[src/hdl/assert_macros.svh]
// Assertion helpers shared by the RTL; empty when synthesizing.
`ifndef ASSERT_MACROS_SVH
`define ASSERT_MACROS_SVH

`ifndef SYNTHESIS

// Check a property on every rising edge outside reset.
`define BXS_ASSERT(lbl, clk, rst_n, prop) \
  lbl: assert property (@(posedge clk) disable iff (!rst_n) prop) \
    else $error("assertion failed");

// Check that a condition never holds outside reset.
`define BXS_NEVER(lbl, clk, rst_n, expr) \
  lbl: assert property (@(posedge clk) disable iff (!rst_n) !(expr)) \
    else $error("forbidden condition seen");

`else

`define BXS_ASSERT(lbl, clk, rst_n, prop)
`define BXS_NEVER(lbl, clk, rst_n, expr)

`endif

`endif

[src/hdl/bxs_pkg.sv]
package bxs_pkg;

  // xorshift64* output multiplier
  localparam logic [63:0] MULT_CONST = 64'h2545_F491_4F6C_DD1D;

  // request opcodes
  localparam logic [1:0] OP_INT   = 2'd0;
  localparam logic [1:0] OP_DBL   = 2'd1;
  localparam logic [1:0] OP_BYTES = 2'd2;
  localparam logic [1:0] OP_NONE  = 2'd3;

  // configuration register indexes
  localparam int unsigned CFG_IDX_W  = 1;
  localparam logic [CFG_IDX_W-1:0] CFG_SEED   = 1'b0;
  localparam logic [CFG_IDX_W-1:0] CFG_BUDGET = 1'b1;

  localparam int unsigned DEF_MAX_BYTES = 64;

  // biased exponent of 2^-1: msb at bit 52 of the mantissa field
  localparam logic [10:0] EXP_TOP = 11'd1022;

  typedef struct packed {
    logic [63:0] value;
    logic        sampled;
    logic        last;
  } out_item_t;

  // one xorshift state update
  function automatic logic [63:0] xorshift_step(input logic [63:0] x);
    logic [63:0] t;
    t = x ^ (x >> 12);
    t = t ^ (t << 25);
    t = t ^ (t >> 27);
    return t;
  endfunction

endpackage

[src/hdl/bxs_in_if.sv]
interface bxs_in_if;
  logic        valid;
  logic        ready;
  logic [1:0]  opcode;
  logic [63:0] original;
  logic [6:0]  byte_count;

  modport source (output valid, opcode, original, byte_count, input ready);
  modport sink (input valid, opcode, original, byte_count, output ready);
endinterface

[src/hdl/bxs_out_if.sv]
interface bxs_out_if;
  logic        valid;
  logic        ready;
  logic [63:0] value;
  logic        sampled;
  logic        last;

  modport source (output valid, value, sampled, last, input ready);
  modport sink (input valid, value, sampled, last, output ready);
endinterface

[src/hdl/bxs_mul.sv]
module bxs_mul (
  input  logic        clk,
  input  logic        rst_n,
  input  logic        start,
  input  logic [63:0] a,
  output logic        done,
  output logic [63:0] p
);
  import bxs_pkg::*;

  logic [63:0] x_r;
  logic [63:0] prod_r;
  logic [63:0] acc_r;
  logic [1:0]  ph_r;
  logic        busy_r;
  logic        done_r;
  logic [31:0] opa;
  logic [31:0] opb;

  // pick the partial product for this phase: lo*lo, hi*lo, lo*hi
  always_comb begin
    unique case (ph_r)
      2'd1:    begin opa = x_r[63:32]; opb = MULT_CONST[31:0];  end
      2'd2:    begin opa = x_r[31:0];  opb = MULT_CONST[63:32]; end
      default: begin opa = x_r[31:0];  opb = MULT_CONST[31:0];  end
    endcase
  end

  // multiply one phase, fold the previous partial product into the sum
  always_ff @(posedge clk) begin
    if (!rst_n) begin
      busy_r <= 1'b0;
      done_r <= 1'b0;
      ph_r   <= 2'd0;
    end else begin
      done_r <= 1'b0;
      if (start) begin
        busy_r <= 1'b1;
        ph_r   <= 2'd0;
      end else if (busy_r) begin
        ph_r <= ph_r + 2'd1;
        if (ph_r == 2'd3) begin
          busy_r <= 1'b0;
          done_r <= 1'b1;
        end
      end
    end
  end

  always_ff @(posedge clk) begin
    if (start) begin
      x_r <= a;
    end
    prod_r <= opa * opb;
    if (busy_r) begin
      if (ph_r == 2'd1) begin
        acc_r <= prod_r;
      end else if (ph_r != 2'd0) begin
        acc_r <= acc_r + {prod_r[31:0], 32'd0};
      end
    end
  end

  assign done = done_r;
  assign p    = acc_r;
endmodule

[src/hdl/bxs_norm.sv]
module bxs_norm (
  input  logic        clk,
  input  logic        rst_n,
  input  logic        start,
  input  logic [52:0] m,
  output logic        done,
  output logic [63:0] bits
);
  import bxs_pkg::*;

  logic [52:0] w_r;
  logic [5:0]  lz_r;
  logic [2:0]  step_r;
  logic        busy_r;
  logic        done_r;
  logic        zero_r;
  logic        hit;
  logic [52:0] shifted;
  logic [5:0]  amt;

  // binary search for the leading one: 32, 16, 8, 4, 2, 1
  always_comb begin
    unique case (step_r)
      3'd0: begin
        hit = (w_r[52:21] == '0); shifted = {w_r[20:0], 32'd0}; amt = 6'd32;
      end
      3'd1: begin
        hit = (w_r[52:37] == '0); shifted = {w_r[36:0], 16'd0}; amt = 6'd16;
      end
      3'd2: begin
        hit = (w_r[52:45] == '0); shifted = {w_r[44:0], 8'd0};  amt = 6'd8;
      end
      3'd3: begin
        hit = (w_r[52:49] == '0); shifted = {w_r[48:0], 4'd0};  amt = 6'd4;
      end
      3'd4: begin
        hit = (w_r[52:51] == '0); shifted = {w_r[50:0], 2'd0};  amt = 6'd2;
      end
      3'd5: begin
        hit = !w_r[52];           shifted = {w_r[51:0], 1'b0};  amt = 6'd1;
      end
      default: begin
        hit = 1'b0;               shifted = w_r;                amt = 6'd0;
      end
    endcase
  end

  always_ff @(posedge clk) begin
    if (!rst_n) begin
      busy_r <= 1'b0;
      done_r <= 1'b0;
      step_r <= 3'd0;
    end else begin
      done_r <= 1'b0;
      if (start) begin
        busy_r <= 1'b1;
        step_r <= 3'd0;
      end else if (busy_r) begin
        step_r <= step_r + 3'd1;
        if (step_r == 3'd5) begin
          busy_r <= 1'b0;
          done_r <= 1'b1;
        end
      end
    end
  end

  // shift the mantissa up and count the zeros skipped
  always_ff @(posedge clk) begin
    if (start) begin
      w_r    <= m;
      lz_r   <= 6'd0;
      zero_r <= (m == '0);
    end else if (busy_r && hit) begin
      w_r  <= shifted;
      lz_r <= lz_r + amt;
    end
  end

  // pack sign, exponent and fraction; zero stays +0.0
  assign bits = zero_r ? 64'd0 : {1'b0, EXP_TOP - {5'd0, lz_r}, w_r[51:0]};
  assign done = done_r;
endmodule

[src/hdl/budgeted_xorshift_sampler.sv]
// Budgeted xorshift64* sampler.
// in_ch carries one request per item (opcode, original, byte_count); out_ch
// returns result items (value, sampled, last). Both use valid/ready and an
// item moves on a clock edge where both are high.
// cfg_we/cfg_index/cfg_wdata write the seed (index 0) or the budget (index 1)
// and load the generator state or remaining budget directly; write only idle.
// One request is handled at a time: in_ch.ready is high only while idle, and
// out_ch is a single output register held until the receiver takes it.
// A pass-through result reaches out_ch.valid in the cycle after accept; an
// integer sample goes through the step and multiply states, and a double
// also through the normalize state, before the output state. A request
// with no result leaves the block idle and ready.
// A byte run returns to the step and multiply states for each further byte
// once the previous one is taken.
// The sample paths use the 4-phase 32x32 multiplier, and the double path
// adds the 6-step leading-one search. A stalled receiver holds the
// block in its output state, with the result and generator state frozen.
// Reset (synchronous, rst_n low) clears the seed state to zero and the
// budget to unlimited, and returns the sequencer to idle.
`include "assert_macros.svh"

module budgeted_xorshift_sampler #(
  parameter int unsigned MAX_BYTES = bxs_pkg::DEF_MAX_BYTES
) (
  input  logic                           clk,
  input  logic                           rst_n,
  bxs_in_if.sink                         in_ch,
  bxs_out_if.source                      out_ch,
  input  logic                           cfg_we,
  input  logic [bxs_pkg::CFG_IDX_W-1:0]  cfg_index,
  input  logic [63:0]                    cfg_wdata
);
  import bxs_pkg::*;

  localparam int unsigned CW = $clog2(MAX_BYTES + 1);

  localparam logic [2:0] S_IDLE = 3'd0;
  localparam logic [2:0] S_STEP = 3'd1;
  localparam logic [2:0] S_MUL  = 3'd2;
  localparam logic [2:0] S_NORM = 3'd3;
  localparam logic [2:0] S_OUT  = 3'd4;

  logic [2:0]    state_r,  state_nxt;
  logic [1:0]    op_r,     op_nxt;
  logic [CW-1:0] cnt_r,    cnt_nxt;
  logic [63:0]   gen_r,    gen_nxt;
  logic [31:0]   budget_r, budget_nxt;
  out_item_t     out_r,    out_nxt;

  logic          avail;
  logic [CW-1:0] sat_cnt;
  logic [63:0]   step_x;
  logic          mul_start;
  logic          mul_done;
  logic [63:0]   mul_p;
  logic          norm_start;
  logic          norm_done;
  logic [63:0]   norm_bits;

  assign step_x  = xorshift_step(gen_r);
  assign avail   = budget_r[31] || (budget_r != 32'd0);
  assign sat_cnt = (in_ch.byte_count > 7'(MAX_BYTES)) ? CW'(MAX_BYTES)
                                                      : CW'(in_ch.byte_count);

  bxs_mul u_mul (
    .clk   (clk),
    .rst_n (rst_n),
    .start (mul_start),
    .a     (step_x),
    .done  (mul_done),
    .p     (mul_p)
  );

  bxs_norm u_norm (
    .clk   (clk),
    .rst_n (rst_n),
    .start (norm_start),
    .m     (mul_p[63:11]),
    .done  (norm_done),
    .bits  (norm_bits)
  );

  // sequence one request through step, multiply, normalize and output
  always_comb begin
    state_nxt  = state_r;
    op_nxt     = op_r;
    cnt_nxt    = cnt_r;
    gen_nxt    = gen_r;
    budget_nxt = budget_r;
    out_nxt    = out_r;
    mul_start  = 1'b0;
    norm_start = 1'b0;

    unique case (state_r)
      S_IDLE: begin
        if (in_ch.valid && in_ch.opcode != OP_NONE) begin
          op_nxt  = in_ch.opcode;
          cnt_nxt = sat_cnt;
          if (!avail) begin
            // no budget left: pass the original back, drop byte runs
            if (in_ch.opcode != OP_BYTES) begin
              out_nxt.value   = (in_ch.opcode == OP_INT)
                                ? {32'd0, in_ch.original[31:0]} : in_ch.original;
              out_nxt.sampled = 1'b0;
              out_nxt.last    = 1'b1;
              state_nxt       = S_OUT;
            end
          end else begin
            if (!budget_r[31]) begin
              budget_nxt = budget_r - 32'd1;
            end
            if (in_ch.opcode != OP_BYTES || sat_cnt != '0) begin
              state_nxt = S_STEP;
            end
          end
        end
      end
      S_STEP: begin
        gen_nxt   = step_x;
        mul_start = 1'b1;
        state_nxt = S_MUL;
      end
      S_MUL: begin
        if (mul_done) begin
          out_nxt.sampled = 1'b1;
          unique case (op_r)
            OP_INT: begin
              out_nxt.value = {32'd0, mul_p[63:32]};
              out_nxt.last  = 1'b1;
              state_nxt     = S_OUT;
            end
            OP_DBL: begin
              norm_start = 1'b1;
              state_nxt  = S_NORM;
            end
            default: begin
              out_nxt.value = {56'd0, mul_p[7:0]};
              out_nxt.last  = (cnt_r == CW'(1));
              state_nxt     = S_OUT;
            end
          endcase
        end
      end
      S_NORM: begin
        if (norm_done) begin
          out_nxt.value = norm_bits;
          out_nxt.last  = 1'b1;
          state_nxt     = S_OUT;
        end
      end
      S_OUT: begin
        if (out_ch.ready) begin
          if (op_r == OP_BYTES && !out_r.last) begin
            cnt_nxt   = cnt_r - CW'(1);
            state_nxt = S_STEP;
          end else begin
            state_nxt = S_IDLE;
          end
        end
      end
      default: begin
        state_nxt = S_IDLE;
      end
    endcase

    // load seed or budget on a configuration write
    if (cfg_we) begin
      unique case (cfg_index)
        CFG_SEED:   gen_nxt    = cfg_wdata;
        CFG_BUDGET: budget_nxt = cfg_wdata[31:0];
        default:    ;
      endcase
    end
  end

  always_ff @(posedge clk) begin
    if (!rst_n) begin
      state_r  <= S_IDLE;
      gen_r    <= 64'd0;
      budget_r <= 32'hFFFF_FFFF;
    end else begin
      state_r  <= state_nxt;
      gen_r    <= gen_nxt;
      budget_r <= budget_nxt;
    end
  end

  always_ff @(posedge clk) begin
    op_r  <= op_nxt;
    cnt_r <= cnt_nxt;
    out_r <= out_nxt;
  end

  assign in_ch.ready    = (state_r == S_IDLE);
  assign out_ch.valid   = (state_r == S_OUT);
  assign out_ch.value   = out_r.value;
  assign out_ch.sampled = out_r.sampled;
  assign out_ch.last    = out_r.last;

  `BXS_NEVER(a_in_out_excl, clk, rst_n, in_ch.ready && out_ch.valid)
  `BXS_ASSERT(a_mul_done_state, clk, rst_n, mul_done |-> state_r == S_MUL)
  `BXS_ASSERT(a_unlimited_holds, clk, rst_n, (budget_r[31] && !cfg_we) |=> budget_r[31])
  `BXS_ASSERT(a_byte_last, clk, rst_n, (out_ch.valid && op_r == OP_BYTES && out_r.last) |-> cnt_r == CW'(1))

endmodule
[src/flat_wrapper.sv]
// flat-port wrapper written by rule: the top's interface ports become plain ports
module budgeted_xorshift_sampler_flat import bxs_pkg::*;
#(
  parameter int unsigned MAX_BYTES = bxs_pkg::DEF_MAX_BYTES
)
  (clk, rst_n, cfg_we, cfg_index, cfg_wdata, in_ch_valid, in_ch_opcode, in_ch_original, in_ch_byte_count, in_ch_ready, out_ch_valid, out_ch_value, out_ch_sampled, out_ch_last, out_ch_ready);
  bxs_in_if in_ch_i ();
  bxs_out_if out_ch_i ();
  input  logic clk;
  input  logic rst_n;
  input  logic cfg_we;
  input  logic [bxs_pkg::CFG_IDX_W-1:0] cfg_index;
  input  logic [63:0] cfg_wdata;
  input wire logic [$bits(in_ch_i.valid)-1:0] in_ch_valid;
  input wire logic [$bits(in_ch_i.opcode)-1:0] in_ch_opcode;
  input wire logic [$bits(in_ch_i.original)-1:0] in_ch_original;
  input wire logic [$bits(in_ch_i.byte_count)-1:0] in_ch_byte_count;
  output wire logic [$bits(in_ch_i.ready)-1:0] in_ch_ready;
  output wire logic [$bits(out_ch_i.valid)-1:0] out_ch_valid;
  output wire logic [$bits(out_ch_i.value)-1:0] out_ch_value;
  output wire logic [$bits(out_ch_i.sampled)-1:0] out_ch_sampled;
  output wire logic [$bits(out_ch_i.last)-1:0] out_ch_last;
  input wire logic [$bits(out_ch_i.ready)-1:0] out_ch_ready;
  assign in_ch_i.valid = in_ch_valid;
  assign in_ch_i.opcode = in_ch_opcode;
  assign in_ch_i.original = in_ch_original;
  assign in_ch_i.byte_count = in_ch_byte_count;
  assign in_ch_ready = in_ch_i.ready;
  assign out_ch_valid = out_ch_i.valid;
  assign out_ch_value = out_ch_i.value;
  assign out_ch_sampled = out_ch_i.sampled;
  assign out_ch_last = out_ch_i.last;
  assign out_ch_i.ready = out_ch_ready;
  budgeted_xorshift_sampler #(.MAX_BYTES(MAX_BYTES)) u_core (.clk(clk), .rst_n(rst_n), .in_ch(in_ch_i), .out_ch(out_ch_i), .cfg_we(cfg_we), .cfg_index(cfg_index), .cfg_wdata(cfg_wdata));
endmodule
[config.mk]
export PLATFORM = sky130hd
export DESIGN_NAME = budgeted_xorshift_sampler_flat
export DESIGN_NICKNAME = d
export VERILOG_FILES = /design/src/hdl/bxs_pkg.sv /design/src/hdl/bxs_in_if.sv /design/src/hdl/bxs_out_if.sv /design/src/hdl/bxs_mul.sv /design/src/hdl/bxs_norm.sv /design/src/hdl/budgeted_xorshift_sampler.sv /design/src/flat_wrapper.sv
export VERILOG_INCLUDE_DIRS = /design/src /design/src/hdl
export SDC_FILE = /design/constraint.sdc
export NUM_CORES = 2
export LEC_CHECK = 0
export ABC_AREA = 0
export ABC_CLOCK_PERIOD_IN_PS = 10500
export BUFFER_PORTS_ARGS = -buffer_cell sky130_fd_sc_hd__buf_4
export CORE_ASPECT_RATIO = 1.5
export CORE_MARGIN = 1.5
export CORE_UTILIZATION = 28
export CTS_BUF_LIST = sky130_fd_sc_hd__clkbuf_4 sky130_fd_sc_hd__clkbuf_8
export DETAILED_ROUTE_END_ITERATION = 12
export GPL_TIMING_DRIVEN = 0
export SYNTH_ARGS = -nofsm -noshare
export SYNTH_HDL_FRONTEND = slang
export SYNTH_SLANG_ARGS = --single-unit
[constraint.sdc]
create_clock -name clk -period 10.5 [get_ports clk]
set_clock_uncertainty 0.15 [all_clocks]
set_input_delay 0.525 -clock clk [delete_from_list [all_inputs] [get_ports clk]]
set_output_delay 0.525 -clock clk [all_outputs]
set_load 0.005 [all_outputs]
=== Word-level counts from Yosys, hierarchy flattened ===
Index checks and enable logic that the tools add are counted.
Widths: inputs -> output; s select.

* Magnitude comparators: 1
* Eq/ne operators: 27
* Mux-type cells: 58
* $mul: 1
* Bitwise gates (word level): 6
* $add $sub $neg: 7
* Reductions and logical operators: 37

{| class="wikitable"
|+ Operator list
! kind !! count
|-
| $mux 64 || 7
|-
| $pmux 53 s6 || 1
|-
| $mux 66 || 4
|-
| $mux 32 || 7
|-
| $pmux 64 s3 || 1
|-
| $pmux 64 s2 || 1
|-
| $mux 53 || 2
|-
| $add 64x64->64 || 1
|-
| $mul 32x32->64 || 1
|-
| $xor 64x37->64 || 1
|-
| $xor 64x52->64 || 1
|-
| $xor 64x64->64 || 1
|-
| $mux 63 || 1
|-
| $logic_not 53->1 || 1
|-
| $pmux 6 s6 || 1
|-
| $logic_not 32->1 || 1
|-
| $reduce_bool 32->1 || 1
|-
| $sub 32x1->32 const B || 1
|-
| $mux 31 || 1
|-
| $mux 7 || 4
|-
| $mux 3 || 8
|-
| $logic_not 16->1 || 1
|-
| $pmux 3 s5 || 1
|-
| $mux 1 || 14
|-
| 38 further kinds || 74
|}

* Bits in registers: 435
* Input bits: 143
* Output and inout bits: 68
* Word-level logic and storage cells: 157

=== Depth between registers and ports, before layout ===
* Depth after elaboration: 8
* Mapped depth: 34
* Depth with buffers taken out: 32

=== By module ===
Synthesis repeated with hierarchy kept, for this count alone.

* Cell total of the unflattened synthesis: 4897
* Area total of the unflattened synthesis: 46823.7 um2

{| class="wikitable"
|+ By module, submodules not included
! module !! area an instance (um2) !! cells each !! times used
|-
| bxs_mul || 31629.1 || 3185 || 1
|-
| budgeted_xorshift_sampler || 9781.9 || 1091 || 1
|-
| bxs_norm || 5412.7 || 621 || 1
|}

=== Least setup slack after synthesis ===
OpenSTA, ideal clock, no wires.

* Kind: register -> register
* From: register u_core.u_mul.ph_r[1]
* To: register u_core.u_mul.prod_r[60]
* Path slack: 1.727 ns
* Library setup time: 0.072 ns
* Period minus slack after synthesis: 8.773 ns
* Cell stages (with the launch flop): 30
* Required time: 10.278 ns
* Data arrival time: 8.551 ns
* Cell sequence: dfxtp_1 > inv_1 > ha_1 > clkbuf_1 > buf_2 > buf_1 > mux2i_1 > nor2_1 > inv_1 > fa_1 > fa_1 > fa_1 > inv_1 > fa_1 > inv_1 > fa_1 > inv_1 > fa_1 > fa_1 > ha_1 > ha_1 > clkbuf_1 > nand4_1 > or2_1 > or4_1 > o31a_1 > a21oi_1 > nor2_1 > o31ai_1 > xor2_1

* Word-level cells in the longest chain between the ends: 3
* Elaborated cells between the ends (all ways): 5
* Those cells by class: mul: 1; eq/ne: 2; mux: 2

{| class="wikitable"
|+ Ends and longest elaborated chain
! what !! RTL line !! RTL
|-
| start: declaration || bxs_mul.sv:14 || <nowiki>logic [1:0] ph_r;</nowiki>
|-
| start signal: assignment || bxs_mul.sv:41 || <nowiki>ph_r <= ph_r + 2'd1;</nowiki>
|-
| $eq 2x1->1 or $eq 2x2->1 (tied branches) || bxs_mul.sv:22 || <nowiki>unique case (ph_r)</nowiki>
|-
| $mux 32 or $mux 31 (tied branches) || bxs_mul.sv:22 ||
|-
| $mul 32x32->64 (*) || bxs_mul.sv:54 || <nowiki>prod_r <= opa * opb;</nowiki>
|-
| end signal: assignment || bxs_mul.sv:54 ||
|-
| end: declaration || bxs_mul.sv:12 || <nowiki>logic [63:0] prod_r;</nowiki>
|}

Mark *: on every way between the ends. The rest lies on a longest branch, timed or not.
A chain may end at the register's enable or synchronous reset.

=== Final worst setup path ===
* From: register u_core.u_mul.ph_r[0]
* To: register u_core.u_mul.prod_r[60]

Same word-level chain as after synthesis.

==> key figures <==
GRT
  • Gr ovfl total: 0
  • Vias in the first global route: 37900
  • Global-route wire length before repair: 240000 um
  • Largest net degree at the start of global routing: 74
  • Total GRT Usage: 19.6%
  • Initial antenna violation count: 6

Cells and area
  • FF/Latch Area: 11200 um2
  • Synth-to-layout area growth: 17.0%
  • Multi-input gate area: 30600 um2
  • Final #Nets: 6345
  • Filler cells: 16700
  • Share of cells above drive strength 1: 8.96%

STA
  • Final Hold Fails: 0
  • Pins Over Slew Limit: 0
  • Worst-margin pin slew: 1.35 ns
  • Fmax: 0.0981 GHz
  • Finish-stage setup viols: 0
  • Slew headroom: 9.05%
  • Setup TNS: 0 ns
  • RSZ-0062 raised after global routing: no
  • Worst hold margin: 0.224 ns
  • Final period util: 97.1%
  • Crit path time final: 10.20 ns

Hold path
  • Worst Hold Class: in -> reg

Floorplan
  • I/O pins: 211
  • Die Height: 497 um
  • Initial Utilization: 28.2%
  • FP Rows: 181
  • Die Wd: 333 um
  • Die area: 165000 um2
  • Core area: 162000 um2

Routing
  • DRT Pass-1 Iters: 8
  • Post-route ant nets: 0
  • WL/cell: 22.5 um
  • Avg Vias per Cell: 4.89
  • DRC viols: 0
  • Routed via count: 36000
  • Drt total wl: 166000 um
  • Starting DRT DRC Count: 2750

Yosys
  • Syn_area_per_cell: 9.67 um2
  • Sequential-to-total area share from yosys stat: 24.5%
  • Post-synth cell types: 83
  • Largest cells by area after synthesis: fa_1 (25%), edfxtp_1 (17%), ha_1 (12%), dfxtp_1 (7.8%), inv_1 (7.2%)
  • Async SR Flop Fraction: 0%
  • Flops & latches, synth: 432
  • Most frequent cell after synthesis: inv_1
  • Most common flop cell mapped by yosys: edfxtp_1
  • Ys Warns: 0
  • EDFF count, synth: 254
  • Top cell type's share of synthesized area: 25.2%
  • Largest area contributor in the synthesized netlist: fa_1
  • Mapped Cells: 4718
  • Mapped Area: 45600 um2
  • Post-synth top cells: inv_1 (874), fa_1 (575), ha_1 (442)

Placement
  • GPL Wtd Cong: 0.991
  • Post-DP HPWL: 137000 um
  • IO Port Bufs: 209

Worst setup path
  • Worst path most repeated cell: fa_1
  • Crit Path Category: reg -> reg
  • Data arrival time of the critical path: 10.76 ns
  • CP Max Fanout: 10
  • Slowest CP cell: clkbuf_1
  • Critical Path Start Type: flip-flop
  • CP required: 11.06 ns
  • CP endpoint kind: flip-flop
  • Largest stage delay on the critical path: 0.71 ns

Clock tree
  • CTS tree: yes
  • H-Tree Depth: 3
  • Clk sinks: 432
  • Root buffer cell: clkbuf_8
  • CTS clk-pin slew, worst paths: 0.06 ns
  • CTS Buffer Depth: 3
  • CTS Buf Count: 76
  • Clk Latency, worst-skew pair: 0.79 ns

Job
  • Max-cap check violation count: 0

Run status
  • Status: finished clean
sequential cells by signal (all words and copies together), names as in the netlist, 7 cells and up:
signal,cells
u_core.out_ch.value,64
u_core.u_mul.p,61
u_core.u_norm.w_r,53
u_core.u_mul.x_r,64
u_core.gen_r,64
u_core.cnt_r,7
u_core.budget_r,32
u_core.u_mul.prod_r,64
kinds of logic after synthesis:
logic type,Yosys count,synth area share (%)
mux,77,1.74
other cells,2,0.0165
fa+ha+maj,1017,37.4
simple gates,1075,10.7
buf+inv,1074,8.85
compound gates,728,10.8
xor+xnor,313,6.01
flops,432,24.5
area by class of cell:
class,count,area share [%]
Sequential cell,432,21.0
Antenna cell,3,0.0141
Timing Repair Buffer,366,5.84
Clock buffer,113,2.62
Clock inverter,28,0.619
Inverter,883,6.23
Multi-Input combinational cell,3236,57.4
Buffer,190,1.42
Tap cell,2104,4.93
final timing paths:
kind | start | endpoint | slack [ns] | depth (start not counted)
worst max-delay path | u_core.u_mul.ph_r[0]$_SDFFE_PP0P_ | u_core.u_mul.prod_r[60]$_DFF_P_ | 0.30 | 28
worst min-delay path | cfg_index | u_core.budget_r[9]$_SDFF_PN1_ | 0.22 | 4
worst max register to register | u_core.u_mul.ph_r[0]$_SDFFE_PP0P_ | u_core.u_mul.prod_r[60]$_DFF_P_ | 0.30 | 28
worst min register to register | u_core.u_mul.prod_r[46]$_DFF_P_ | u_core.u_mul.p[46]$_DFFE_PP_ | 0.31 | 2
timing repair:
action                                  CTS  global route
endpoints found under the hold margin   168             0
gates resized for setup                  37            25
buffers inserted                          3             6
pin swaps                                 0             0
cloned                                    0             0
endpoints found under the setup margin   29            17
hold buffers                            138             0
layer usage:
metal	wire length [um]	track usage (%)	part of all wire (%)	vias up
met1	58900	20.7	36	17600
met5	34	0	0.021	-
met4	14200	14.7	8.6	4
li1	-	-	-	16400
met2	84300	35.7	51	1390
met3	8360	2.31	5.0	510
cell usage in the layout, fill, tap and decap left out, types with 43 or more instances in the layout:
cell / netlist / layout
inv_1: 874 / 871
fa_1: 575 / 575
ha_1: 442 / 441
nand2_1: 405 / 404
nor2_1: 335 / 332
edfxtp_1: 254 / 254
buf_4: 1 / 227
xnor2_1: 209 / 209
dfxtp_1: 178 / 178
a21oi_1: 177 / 177
clkbuf_1: 168 / 156
o21ai_0: 147 / 146
dlygate4sd3_1: 0 / 138
xor2_1: 104 / 104
clkbuf_8: 0 / 88
a22oi_1: 61 / 61
a21o_1: 58 / 58
and2_1: 47 / 47
a222oi_1: 45 / 45
or3_1: 44 / 44
mux2i_1: 59 / 43
worst max-delay path, delay by kind of cell, from the launching register on:
kind            cells  cell delay, ns
fa+ha+maj          10            4.59
buf+inv             7            2.40
compound gates      7            1.90
simple gates        3            0.52
flops               1            0.37
xor+xnor            1            0.18
stage by stage:
step,worst slack (ns),cells,util (%),cell area [um2]
global placement,-1.20,7055,30.8,49900
floorplan,1.73,4742,-,45700
global route,0.0342,7354,33.0,53400
finish,0.302,7355,33.0,53400
detailed placement,-1.08,7065,30.9,50000
CTS,-0.0792,7347,32.9,53300
Power is not shown: default switching activity piles up to over one toggle a cycle in this logic, so the estimate is an artifact.
